<file path="src/design/sapb_pkg.sv">
package sapb_pkg;

  // largest atlas side; width of the dimension registers follows the field widths
  localparam int unsigned MAX_DIM    = 4096;
  localparam int unsigned PIXEL_BITS = 32;
  localparam int unsigned QueueDepth = 4;

  localparam logic [12:0] MaxDim    = 13'(MAX_DIM);
  localparam logic [31:0] PixelCap  = 32'((64'd1 << PIXEL_BITS) - 64'd1);

  // input opcodes carried in tuser
  localparam logic [1:0] OpPlace = 2'd0;
  localparam logic [1:0] OpPixel = 2'd1;
  localparam logic [1:0] OpReset = 2'd2;
  localparam logic [1:0] OpNone  = 2'd3;

  // configuration register indexes
  localparam logic [1:0] RegAtlasWidth  = 2'd0;
  localparam logic [1:0] RegAtlasHeight = 2'd1;
  localparam logic [1:0] RegBytes       = 2'd2;
  localparam logic [1:0] RegEdgeMode    = 2'd3;

  // edge modes
  localparam logic [1:0] EdgeNone  = 2'd0;
  localparam logic [1:0] EdgeClear = 2'd1;
  localparam logic [1:0] EdgeHard  = 2'd2;
  localparam logic [1:0] EdgeBoth  = 2'd3;

  // settings seen by the front and the back, already clamped
  typedef struct packed {
    logic [12:0] aw;
    logic [12:0] ah;
    logic        gutter;
    logic        hard;
    logic [31:0] data_mask;
  } cfg_t;

  // one queued job: a placement answer or one pixel with its write mask
  typedef struct packed {
    logic        is_pixel;
    logic        placed;
    logic [11:0] pos_x;
    logic [11:0] pos_y;
    logic [8:0]  mask;      // bit 3*row+col of the 3x3 neighborhood
    logic [12:0] col0;
    logic [12:0] row0;
    logic [31:0] data;
  } job_t;

  typedef struct packed {
    logic        kind;
    logic        placed;
    logic [11:0] pos_x;
    logic [11:0] pos_y;
    logic [23:0] write_index;
    logic [31:0] write_data;
    logic        last;
  } res_t;

  function automatic logic [12:0] clamp_dim(input logic [12:0] v);
    logic [12:0] r;
    if (v == 13'd0) begin
      r = 13'd1;
    end else if (v > MaxDim) begin
      r = MaxDim;
    end else begin
      r = v;
    end
    return r;
  endfunction

  function automatic logic [31:0] pixel_mask(input logic [2:0] bpp);
    logic [31:0] m;
    case (bpp)
      3'd2:    m = 32'h0000_FFFF;
      3'd3:    m = 32'h00FF_FFFF;
      3'd0,
      3'd1:    m = 32'h0000_00FF;
      default: m = 32'hFFFF_FFFF;
    endcase
    return m & PixelCap;
  endfunction

endpackage

</file>
<file path="src/design/sapb_front.sv">
module sapb_front (
  input  logic              clk_i,
  input  logic              rst_ni,
  input  logic              in_valid_i,
  output logic              in_ready_o,
  input  logic [1:0]        opcode_i,
  input  logic [12:0]       rect_width_i,
  input  logic [12:0]       rect_height_i,
  input  logic [31:0]       pixel_data_i,
  input  sapb_pkg::cfg_t    cfg_i,
  input  logic              full_i,
  output logic              push_o,
  output sapb_pkg::job_t    job_o
);
  import sapb_pkg::*;

  logic [12:0] cursor_x_q, cursor_x_d, cursor_y_q, cursor_y_d;
  logic [12:0] row_height_q, row_height_d;
  logic [11:0] slot_x_q, slot_x_d, slot_y_q, slot_y_d;
  logic [12:0] slot_w_q, slot_w_d, slot_h_q, slot_h_d;
  logic [12:0] pixel_col_q, pixel_col_d, pixel_row_q, pixel_row_d;
  logic        slot_active_q, slot_active_d;

  logic        accept;
  logic [13:0] ow, oh, gpad;
  logic [14:0] aw15, ah15, next_y;
  logic        fit_size, fit_x, fit_y, fit_next, place_ok, same_row;
  logic [12:0] px, py;
  logic [13:0] c0, r0, aw14, ah14;
  logic        at_left, at_right, at_top, at_bottom;
  logic [2:0]  col_ok, row_ok;
  logic [8:0]  mask;

  assign in_ready_o = !full_i;
  assign accept     = in_valid_i && in_ready_o;

  // placement
  always_comb begin
    gpad     = cfg_i.gutter ? 14'd2 : 14'd0;
    ow       = {1'b0, rect_width_i} + gpad;
    oh       = {1'b0, rect_height_i} + gpad;
    aw15     = {2'b0, cfg_i.aw};
    ah15     = {2'b0, cfg_i.ah};
    next_y   = {2'b0, cursor_y_q} + {2'b0, row_height_q};
    fit_size = ({1'b0, ow} <= aw15) && ({1'b0, oh} <= ah15);
    fit_x    = ({2'b0, cursor_x_q} + {1'b0, ow}) <= aw15;
    fit_y    = ({2'b0, cursor_y_q} + {1'b0, oh}) <= ah15;
    fit_next = (next_y + {1'b0, oh}) <= ah15;
    same_row = fit_x;
    place_ok = fit_size && (fit_x ? fit_y : fit_next);
    if (same_row) begin
      px = cursor_x_q + {12'b0, cfg_i.gutter};
      py = cursor_y_q + {12'b0, cfg_i.gutter};
    end else begin
      px = {12'b0, cfg_i.gutter};
      py = next_y[12:0] + {12'b0, cfg_i.gutter};
    end
  end

  // neighborhood of the current pixel
  always_comb begin
    c0        = {2'b0, slot_x_q} + {1'b0, pixel_col_q};
    r0        = {2'b0, slot_y_q} + {1'b0, pixel_row_q};
    aw14      = {1'b0, cfg_i.aw};
    ah14      = {1'b0, cfg_i.ah};
    at_left   = cfg_i.hard && (pixel_col_q == 13'd0);
    at_top    = cfg_i.hard && (pixel_row_q == 13'd0);
    at_right  = cfg_i.hard && (({1'b0, pixel_col_q} + 14'd1) == {1'b0, slot_w_q});
    at_bottom = cfg_i.hard && (({1'b0, pixel_row_q} + 14'd1) == {1'b0, slot_h_q});
    col_ok[0] = at_left && (c0 != 14'd0) && ((c0 - 14'd1) < aw14);
    col_ok[1] = c0 < aw14;
    col_ok[2] = at_right && ((c0 + 14'd1) < aw14);
    row_ok[0] = at_top && (r0 != 14'd0) && ((r0 - 14'd1) < ah14);
    row_ok[1] = r0 < ah14;
    row_ok[2] = at_bottom && ((r0 + 14'd1) < ah14);
    for (int i = 0; i < 3; i++) begin
      for (int j = 0; j < 3; j++) begin
        mask[3*i+j] = row_ok[i] && col_ok[j];
      end
    end
  end

  always_comb begin
    cursor_x_d    = cursor_x_q;
    cursor_y_d    = cursor_y_q;
    row_height_d  = row_height_q;
    slot_x_d      = slot_x_q;
    slot_y_d      = slot_y_q;
    slot_w_d      = slot_w_q;
    slot_h_d      = slot_h_q;
    pixel_col_d   = pixel_col_q;
    pixel_row_d   = pixel_row_q;
    slot_active_d = slot_active_q;
    push_o        = 1'b0;
    job_o         = '0;
    if (accept) begin
      unique case (opcode_i)
        OpPlace: begin
          push_o         = 1'b1;
          job_o.placed   = place_ok;
          slot_active_d  = 1'b0;
          if (place_ok) begin
            job_o.pos_x   = px[11:0];
            job_o.pos_y   = py[11:0];
            slot_x_d      = px[11:0];
            slot_y_d      = py[11:0];
            slot_w_d      = rect_width_i;
            slot_h_d      = rect_height_i;
            pixel_col_d   = '0;
            pixel_row_d   = '0;
            slot_active_d = (rect_width_i != 13'd0) && (rect_height_i != 13'd0);
            if (same_row) begin
              cursor_x_d = cursor_x_q + ow[12:0];
              if ({1'b0, row_height_q} < oh) begin
                row_height_d = oh[12:0];
              end
            end else begin
              cursor_y_d   = next_y[12:0];
              cursor_x_d   = ow[12:0];
              row_height_d = oh[12:0];
            end
          end
        end
        OpPixel: begin
          if (slot_active_q) begin
            push_o         = mask != 9'd0;
            job_o.is_pixel = 1'b1;
            job_o.mask     = mask;
            job_o.col0     = c0[12:0];
            job_o.row0     = r0[12:0];
            job_o.data     = pixel_data_i & cfg_i.data_mask;
            if (({1'b0, pixel_col_q} + 14'd1) >= {1'b0, slot_w_q}) begin
              pixel_col_d = '0;
              pixel_row_d = pixel_row_q + 13'd1;
              if (({1'b0, pixel_row_q} + 14'd1) >= {1'b0, slot_h_q}) begin
                slot_active_d = 1'b0;
              end
            end else begin
              pixel_col_d = pixel_col_q + 13'd1;
            end
          end
        end
        OpReset: begin
          cursor_x_d    = '0;
          cursor_y_d    = '0;
          row_height_d  = '0;
          slot_active_d = 1'b0;
        end
        default: ;
      endcase
    end
  end

  always_ff @(posedge clk_i or negedge rst_ni) begin
    if (!rst_ni) begin
      cursor_x_q    <= '0;
      cursor_y_q    <= '0;
      row_height_q  <= '0;
      slot_x_q      <= '0;
      slot_y_q      <= '0;
      slot_w_q      <= '0;
      slot_h_q      <= '0;
      pixel_col_q   <= '0;
      pixel_row_q   <= '0;
      slot_active_q <= 1'b0;
    end else begin
      cursor_x_q    <= cursor_x_d;
      cursor_y_q    <= cursor_y_d;
      row_height_q  <= row_height_d;
      slot_x_q      <= slot_x_d;
      slot_y_q      <= slot_y_d;
      slot_w_q      <= slot_w_d;
      slot_h_q      <= slot_h_d;
      pixel_col_q   <= pixel_col_d;
      pixel_row_q   <= pixel_row_d;
      slot_active_q <= slot_active_d;
    end
  end

endmodule

</file>
<file path="src/design/sapb_queue.sv">
module sapb_queue #(
  parameter int unsigned DEPTH = sapb_pkg::QueueDepth
) (
  input  logic           clk_i,
  input  logic           rst_ni,
  input  logic           push_i,
  input  sapb_pkg::job_t data_i,
  input  logic           pop_i,
  output sapb_pkg::job_t data_o,
  output logic           empty_o,
  output logic           full_o
);
  import sapb_pkg::*;

  localparam int unsigned PtrW = (DEPTH > 1) ? $clog2(DEPTH) : 1;
  localparam int unsigned CntW = $clog2(DEPTH + 1);

  job_t            slots_q [DEPTH];
  logic [PtrW-1:0] wr_ptr_q, wr_ptr_d, rd_ptr_q, rd_ptr_d;
  logic [CntW-1:0] count_q, count_d;
  logic            do_push, do_pop;

  assign empty_o = count_q == CntW'(0);
  assign full_o  = count_q == CntW'(DEPTH);
  assign data_o  = slots_q[rd_ptr_q];
  assign do_push = push_i && !full_o;
  assign do_pop  = pop_i && !empty_o;

  always_comb begin
    wr_ptr_d = wr_ptr_q;
    rd_ptr_d = rd_ptr_q;
    count_d  = count_q;
    if (do_push) begin
      wr_ptr_d = (wr_ptr_q == PtrW'(DEPTH - 1)) ? '0 : wr_ptr_q + 1'b1;
    end
    if (do_pop) begin
      rd_ptr_d = (rd_ptr_q == PtrW'(DEPTH - 1)) ? '0 : rd_ptr_q + 1'b1;
    end
    case ({do_push, do_pop})
      2'b10:   count_d = count_q + 1'b1;
      2'b01:   count_d = count_q - 1'b1;
      default: count_d = count_q;
    endcase
  end

  always_ff @(posedge clk_i) begin
    if (do_push) begin
      slots_q[wr_ptr_q] <= data_i;
    end
  end

  always_ff @(posedge clk_i or negedge rst_ni) begin
    if (!rst_ni) begin
      wr_ptr_q <= '0;
      rd_ptr_q <= '0;
      count_q  <= '0;
    end else begin
      wr_ptr_q <= wr_ptr_d;
      rd_ptr_q <= rd_ptr_d;
      count_q  <= count_d;
    end
  end

  // the front must hold off while the queue is full
  a_no_push_full: assert property (@(posedge clk_i) disable iff (!rst_ni)
    full_o |-> !push_i)
    else $error("push into full queue");

  a_count_bound: assert property (@(posedge clk_i) disable iff (!rst_ni)
    count_q <= CntW'(DEPTH))
    else $error("queue count overflow");

endmodule

</file>
<file path="src/design/sapb_back.sv">
module sapb_back (
  input  logic           clk_i,
  input  logic           rst_ni,
  input  sapb_pkg::cfg_t cfg_i,
  input  sapb_pkg::job_t head_i,
  input  logic           empty_i,
  output logic           pop_o,
  output logic           out_valid_o,
  input  logic           out_ready_i,
  output sapb_pkg::res_t out_o
);
  import sapb_pkg::*;

  typedef struct packed {
    logic        kind;
    logic        placed;
    logic [11:0] pos_x;
    logic [11:0] pos_y;
    logic [11:0] row;
    logic [11:0] col;
    logic [31:0] data;
    logic        last;
  } mid_t;

  logic        started_q, started_d;
  logic [8:0]  rem_q, rem_d;
  logic        mid_v_q, mid_v_d;
  mid_t        mid_q, mid_d;
  logic        out_v_q, out_v_d;
  res_t        out_q;

  logic        mid_ready, walk_ready, fire, is_last;
  logic [8:0]  cur_mask, pick, rest;
  logic [1:0]  drow, dcol;
  logic [13:0] rsum, csum;
  logic [24:0] index_full;

  assign mid_ready  = !out_v_q || out_ready_i;
  assign walk_ready = !mid_v_q || mid_ready;
  assign fire       = !empty_i && walk_ready;

  // walk the set bits of the neighborhood mask, lowest first
  always_comb begin
    cur_mask = started_q ? rem_q : head_i.mask;
    pick     = cur_mask & (~cur_mask + 9'd1);
    rest     = cur_mask & ~pick;
    is_last  = head_i.is_pixel ? (rest == 9'd0) : 1'b1;
    case (pick)
      9'b000000001: begin drow = 2'd0; dcol = 2'd0; end
      9'b000000010: begin drow = 2'd0; dcol = 2'd1; end
      9'b000000100: begin drow = 2'd0; dcol = 2'd2; end
      9'b000001000: begin drow = 2'd1; dcol = 2'd0; end
      9'b000100000: begin drow = 2'd1; dcol = 2'd2; end
      9'b001000000: begin drow = 2'd2; dcol = 2'd0; end
      9'b010000000: begin drow = 2'd2; dcol = 2'd1; end
      9'b100000000: begin drow = 2'd2; dcol = 2'd2; end
      default:      begin drow = 2'd1; dcol = 2'd1; end
    endcase
    rsum = {1'b0, head_i.row0} + {12'b0, drow} - 14'd1;
    csum = {1'b0, head_i.col0} + {12'b0, dcol} - 14'd1;
  end

  always_comb begin
    pop_o     = fire && is_last;
    started_d = started_q;
    rem_d     = rem_q;
    if (fire) begin
      started_d = !is_last;
      rem_d     = rest;
    end
    mid_v_d = walk_ready ? fire : mid_v_q;
    mid_d        = '0;
    mid_d.kind   = head_i.is_pixel;
    mid_d.last   = is_last;
    if (head_i.is_pixel) begin
      mid_d.row  = rsum[11:0];
      mid_d.col  = csum[11:0];
      mid_d.data = head_i.data;
    end else begin
      mid_d.placed = head_i.placed;
      mid_d.pos_x  = head_i.pos_x;
      mid_d.pos_y  = head_i.pos_y;
    end
    out_v_d    = mid_ready ? mid_v_q : out_v_q;
    index_full = 25'(mid_q.row) * 25'(cfg_i.aw) + 25'(mid_q.col);
  end

  always_ff @(posedge clk_i) begin
    if (fire) begin
      mid_q <= mid_d;
    end
    if (mid_v_q && mid_ready) begin
      out_q.kind        <= mid_q.kind;
      out_q.placed      <= mid_q.placed;
      out_q.pos_x       <= mid_q.pos_x;
      out_q.pos_y       <= mid_q.pos_y;
      out_q.write_index <= index_full[23:0];
      out_q.write_data  <= mid_q.data;
      out_q.last        <= mid_q.last;
    end
  end

  always_ff @(posedge clk_i or negedge rst_ni) begin
    if (!rst_ni) begin
      started_q <= 1'b0;
      rem_q     <= '0;
      mid_v_q   <= 1'b0;
      out_v_q   <= 1'b0;
    end else begin
      started_q <= started_d;
      rem_q     <= rem_d;
      mid_v_q   <= mid_v_d;
      out_v_q   <= out_v_d;
    end
  end

  assign out_valid_o = out_v_q;
  assign out_o       = out_q;

  // a job stays at the queue head until its last write has left the walker
  a_head_kept: assert property (@(posedge clk_i) disable iff (!rst_ni)
    started_q |-> !empty_i && head_i.is_pixel)
    else $error("walker lost its queue head");

  a_answer_last: assert property (@(posedge clk_i) disable iff (!rst_ni)
    out_v_q && !out_q.kind |-> out_q.last && out_q.write_index == 24'd0)
    else $error("placement answer malformed");

  a_write_unplaced: assert property (@(posedge clk_i) disable iff (!rst_ni)
    out_v_q && out_q.kind |-> !out_q.placed && out_q.pos_x == 12'd0
      && out_q.pos_y == 12'd0)
    else $error("atlas write carries placement fields");

endmodule

</file>
<file path="src/design/shelf_atlas_packer_blit.sv">
// Shelf atlas packer with a streaming blit. An input item with opcode 0 asks for a
// rectangle; the block places it on the current shelf (or opens the next shelf),
// leaving a one-pixel gutter when edge_mode is nonzero, and returns one answer item
// with placed and the inner top-left corner. The rectangle's pixels then follow with
// opcode 1, row by row, and each becomes atlas write items (row * atlas_width +
// column); in hard edge mode a border pixel is also copied into its gutter
// neighbors, up to nine writes for a 1x1 rectangle. Opcode 2 returns the cursor to
// the origin. Writes outside the atlas are dropped, so a pixel can give no item.
// Timing: a place or interior pixel is taken every cycle unless the queue is full.
// Results pass the walker stage, then the index multiply stage; the walker emits
// one write per cycle unless the output stalls, so the QUEUE_DEPTH-entry job queue
// absorbs multi-write pixels until it fills. Configuration writes are taken whenever
// cfg_we_i is high and must only occur with the block idle.
module shelf_atlas_packer_blit #(
  parameter int unsigned QUEUE_DEPTH = sapb_pkg::QueueDepth
) (
  input  logic        clk_i,
  input  logic        rst_ni,
  // configuration write port
  input  logic        cfg_we_i,
  input  logic [1:0]  cfg_index_i,
  input  logic [12:0] cfg_data_i,
  // input items
  input  logic        s_axis_tvalid_i,
  output logic        s_axis_tready_o,
  input  logic [63:0] s_axis_tdata_i,   // rect_width, rect_height, pixel_data, zero pad
  input  logic [1:0]  s_axis_tuser_i,   // opcode
  // result items
  output logic        m_axis_tvalid_o,
  input  logic        m_axis_tready_i,
  output logic [87:0] m_axis_tdata_o,   // placed, pos_x, pos_y, write_index,
                                        // write_data, zero pad
  output logic [0:0]  m_axis_tuser_o,   // kind
  output logic        m_axis_tlast_o
);
  import sapb_pkg::*;

  // configuration registers
  logic [12:0] atlas_width_q, atlas_height_q;
  logic [2:0]  bytes_per_pixel_q;
  logic [1:0]  edge_mode_q;
  cfg_t        cfg;

  always_ff @(posedge clk_i or negedge rst_ni) begin
    if (!rst_ni) begin
      atlas_width_q     <= 13'd256;
      atlas_height_q    <= 13'd256;
      bytes_per_pixel_q <= 3'd4;
      edge_mode_q       <= EdgeNone;
    end else if (cfg_we_i) begin
      unique case (cfg_index_i)
        RegAtlasWidth:  atlas_width_q     <= cfg_data_i;
        RegAtlasHeight: atlas_height_q    <= cfg_data_i;
        RegBytes:       bytes_per_pixel_q <= cfg_data_i[2:0];
        RegEdgeMode:    edge_mode_q       <= cfg_data_i[1:0];
        default: ;
      endcase
    end
  end

  // clamped view of the settings; edge mode three behaves as hard
  always_comb begin
    cfg.aw        = clamp_dim(atlas_width_q);
    cfg.ah        = clamp_dim(atlas_height_q);
    cfg.gutter    = edge_mode_q != EdgeNone;
    cfg.hard      = edge_mode_q[1];
    cfg.data_mask = pixel_mask(bytes_per_pixel_q);
  end

  logic  push, pop, q_empty, q_full, out_valid;
  job_t  push_job, head_job;
  res_t  res;

  // front: classifies items, owns the shelf cursor and slot counters
  sapb_front u_front (
    .clk_i         (clk_i),
    .rst_ni        (rst_ni),
    .in_valid_i    (s_axis_tvalid_i),
    .in_ready_o    (s_axis_tready_o),
    .opcode_i      (s_axis_tuser_i),
    .rect_width_i  (s_axis_tdata_i[12:0]),
    .rect_height_i (s_axis_tdata_i[25:13]),
    .pixel_data_i  (s_axis_tdata_i[57:26]),
    .cfg_i         (cfg),
    .full_i        (q_full),
    .push_o        (push),
    .job_o         (push_job)
  );

  // job queue between the two halves
  sapb_queue #(
    .DEPTH (QUEUE_DEPTH)
  ) u_queue (
    .clk_i   (clk_i),
    .rst_ni  (rst_ni),
    .push_i  (push),
    .data_i  (push_job),
    .pop_i   (pop),
    .data_o  (head_job),
    .empty_o (q_empty),
    .full_o  (q_full)
  );

  // back: expands each job into result items
  sapb_back u_back (
    .clk_i       (clk_i),
    .rst_ni      (rst_ni),
    .cfg_i       (cfg),
    .head_i      (head_job),
    .empty_i     (q_empty),
    .pop_o       (pop),
    .out_valid_o (out_valid),
    .out_ready_i (m_axis_tready_i),
    .out_o       (res)
  );

  assign m_axis_tvalid_o = out_valid;
  assign m_axis_tdata_o  = {7'b0, res.write_data, res.write_index, res.pos_y, res.pos_x,
                            res.placed};
  assign m_axis_tuser_o  = res.kind;
  assign m_axis_tlast_o  = res.last;

endmodule

</file>
<file path="config.mk">
export PLATFORM = sky130hd
export DESIGN_NAME = shelf_atlas_packer_blit
export DESIGN_NICKNAME = d
export VERILOG_FILES = /design/src/design/sapb_pkg.sv /design/src/design/sapb_front.sv /design/src/design/sapb_queue.sv /design/src/design/sapb_back.sv /design/src/design/shelf_atlas_packer_blit.sv
export SDC_FILE = /design/constraint.sdc
export NUM_CORES = 2
export LEC_CHECK = 0
export ABC_AREA = 1
export BUFFER_PORTS_ARGS = -buffer_cell sky130_fd_sc_hd__buf_2
export CAP_MARGIN = 20
export CORE_ASPECT_RATIO = 2
export CORE_UTILIZATION = 44
export CTS_CLUSTER_SIZE = 12
export DETAILED_ROUTE_END_ITERATION = 7
export MAX_ROUTING_LAYER = met4
export PLACE_DENSITY = 0.71
export SYNTH_ARGS = -nofsm -noshare
export SYNTH_HDL_FRONTEND = slang
export SYNTH_SLANG_ARGS = --single-unit
export TNS_END_PERCENT = 30
</file>
<file path="constraint.sdc">
create_clock -name clk_i -period 7.86 [get_ports clk_i]
set_input_delay 0.786 -clock clk_i [delete_from_list [all_inputs] [get_ports clk_i]]
set_output_delay 0.786 -clock clk_i [all_outputs]
set_load 0.01 [all_outputs]
</file>
==> impl_metrics.py <==
metrics = {
    "status": {
        "status": "complete, no violations",
    },
    "clock_tree": {
        "cts_setup_buffers": 0,
        "path_clk_slew_ns": 0.06,
        "hold_buffers": 0,
        "cts-root-buf": "clkbuf_16",
        "tritoncts": "done",
        "numCtsBuffers": 72,
        "clk_latency_ns": 0.68,
        "postCtsResizedCells": 0,
        "clock-sinks": 695,
        "cts_buffer_depth": 3,
        "cts_max_level": 3,
    },
    "timing": {
        "fin_setup_tns_ns": 0,
        "rsz0062_at_grt": "no",
        "period_share_pct": 88.8,
        "final.setup.worst_slack_ns": 0.881,
        "relSlewSlack_pct": 31.1,
        "tightestPinTransition_ns": 1.03,
        "final_max_slew_viol_count": 0,
        "finalClockSkew_ns": 0.0335,
        "clock.fmax_mhz": 143,
        "finalHoldViolations": 0,
        "min_period_ns": 6.98,
        "setup_viol": 0,
    },
    "placement": {
        "place_hpwl_um": 90900,
        "post-place-ws_ns": 0.886,
        "gp_congestion": 0.998,
        "placed_cell_area_mm2": 0.0461,
        "io_buffers": 164,
    },
    "yosys": {
        "synth_top_area_share_pct": 36.5,
        "yosysSeqAreaShare_pct": 46.0,
        "yosysMostFrequentCell": "nand2_1",
        "ys_async_sr_fraction_pct": 23.7,
        "yosys_warnings": 0,
        "synth_seq_cells": 695,
        "synth_area_mm2": 0.0436,
        "synthFlopType": "edfxtp_1",
        "yosysTopAreaCell": "edfxtp_1",
        "synth.area.top_cells": "edfxtp_1, ha_1, dfrtp_1, nand2_1, inv_1",
        "synth.avg_cell_area_um2": 9.10,
        "syn_inst": 4789,
        "yosysUniqueCellTypes": 63,
        "synth_edf_count": 530,
        "synth_common_cells": "nand2_1, inv_1, edfxtp_1",
    },
    "final_layout": {
        "top_register": "u_queue.slots_q",
        "drive_gt1_share_pct": 7.36,
        "final_area_mm2": 0.0483,
        "largest_reg_flops": 364,
        "fin_nets": 5534,
        "area_delta_synth_final_pct": 10.7,
    },
    "die": {
        "fp-row-count": 163,
        "core_area_mm2": 0.0985,
        "initial_core_util_pct": 44.3,
        "dieArea_mm2": 0.100,
        "pin_count": 178,
        "die_w_um": 225,
        "die_y_um": 447,
    },
    "critical_path": {
        "cp_common_cell": "nand2_1",
        "cp.arrival_ns": 7.38,
        "cpPeakStageDelay_ns": 0.55,
        "end_kind": "flip-flop",
        "path_class": "flip-flop to flip-flop",
        "critPathSlowestCell": "dfstp_2",
        "cp.buffers_inverters": 5,
        "cp.required_ns": 8.26,
        "cp-start-kind": "flip-flop",
        "cp_max_fo": 10,
        "crit_family": "adder cells",
    },
    "power_and_ir_drop": {
        "peakVddDrop_mv": 0.477,
        "leakagePower_nw": 22.7,
        "power.density_mw_per_mm2": 445,
        "power_mw": 21.5,
    },
    "routing": {
        "finalWirelength_um": 121000,
        "vias": 33800,
        "routed_via_density": 5.34,
        "wire_per_inst_um": 19.2,
        "wl_met2_um": 63000,
        "top_layer_used": "met4",
        "first_pass_iters": 7,
        "drt_iter0_markers": 2281,
        "routed-wl-met3_um": 5740,
        "drcViolationCount": 0,
        "final_antenna_net_count": 0,
        "wl_met1_um": 40700,
    },
    "min_path": {
        "hp-class": "input pin to asynchronous set/reset pin",
    },
    "global_route": {
        "grt_pass1_vias": 34000,
        "track_usage_pct": 25.0,
        "grt_start_max_net_pins": 86,
        "grt_pass1_wl_um": 185000,
        "antenna_found_initial": 7,
        "overflow": 0,
    },
    "job": {
        "maxCapViolations": 0,
    },
}
==> power breakdown <==
part / switching, mW / leakage, nW / internal, mW
registers: 0.566 / 7.27 / 5.19
logic: 8.02 / 14.4 / 4.40
clock network: 1.48 / 1.05 / 1.84
==> logic make-up (layout without fill, tap and decap cells) <==
| group | count (synthesis) | after routing | share of synthesized area, % |
|---|---|---|---|
| AOI/OAI and AO/OA | 708 | 708 | 9.01 |
| xor gates and xnor gates | 141 | 141 | 2.91 |
| adders and majority gates | 499 | 499 | 16.5 |
| buffers and inverters | 860 | 1063 | 7.64 |
| DFF | 695 | 695 | 46.0 |
| other | 1 | 14 | 0.00860 |
| and+or+nand+nor | 1885 | 1885 | 17.9 |
==> layer usage <==
metal  track usage, %  up-vias
met1             23.5    16100
met2             44.4     1097
met5                -        -
met3             3.62      464
li1                 -    16200
met4             21.8        0
==> layout make-up <==
type / instances / area (um2)
clock inverter: 16 / 168
sequential: 695 / 20100
inverter: 718 / 2700
fill: 9062 / 50200
timing repair buffer: 222 / 1340
clock buffer: 107 / 2040
tap: 1320 / 1650
antenna: 7 / 17.5
multi-input combinational: 3240 / 20300
==> layout by cell type (no fill, tap or decap), types with 52 or more instances in the layout <==
master | synthesis | final
dfrtp_1 | 162 | 160
o21ai_0 | 319 | 319
inv_1 | 704 | 701
nand4_1 | 94 | 94
nand3_1 | 127 | 127
clkbuf_16 | 0 | 77
nor2_1 | 520 | 516
edfxtp_1 | 530 | 530
buf_4 | 14 | 52
o22ai_1 | 67 | 67
a21oi_1 | 202 | 201
fa_1 | 129 | 129
buf_2 | 15 | 163
ha_1 | 370 | 370
xor2_1 | 107 | 107
nand2_1 | 1031 | 1031
==> path summary, 6_finish.rpt <==
check	from	endpoint	slack (ns)	cells after the start
worst min register to register	u_back.mid_q[23]	u_back.out_o[23]	0.41	0
max in group asynchronous	rst_ni	u_front.slot_y_q[2]	6.50	2
worst min-delay path	rst_ni	u_front.pixel_row_q[4]	0.05	1
worst max register to register	atlas_width_q[8]	u_back.out_o[55]	0.88	27
worst max-delay path	atlas_width_q[8]	u_back.out_o[55]	0.88	27
min in group clk_i	s_axis_tdata_i[8]	u_front.slot_w_q[8]	0.34	3
==> stage by stage <==
step	std cells	utilization (%)	hold WS, ns
global placement	6195	46.8	0.402
detailed placement	6195	46.8	0.405
floorplan	4795	-	0.400
CTS	6318	49.0	0.0390
finish	6325	49.0	0.0483
global route	6325	49.0	0.0677
(Power assumes the default switching activity.)
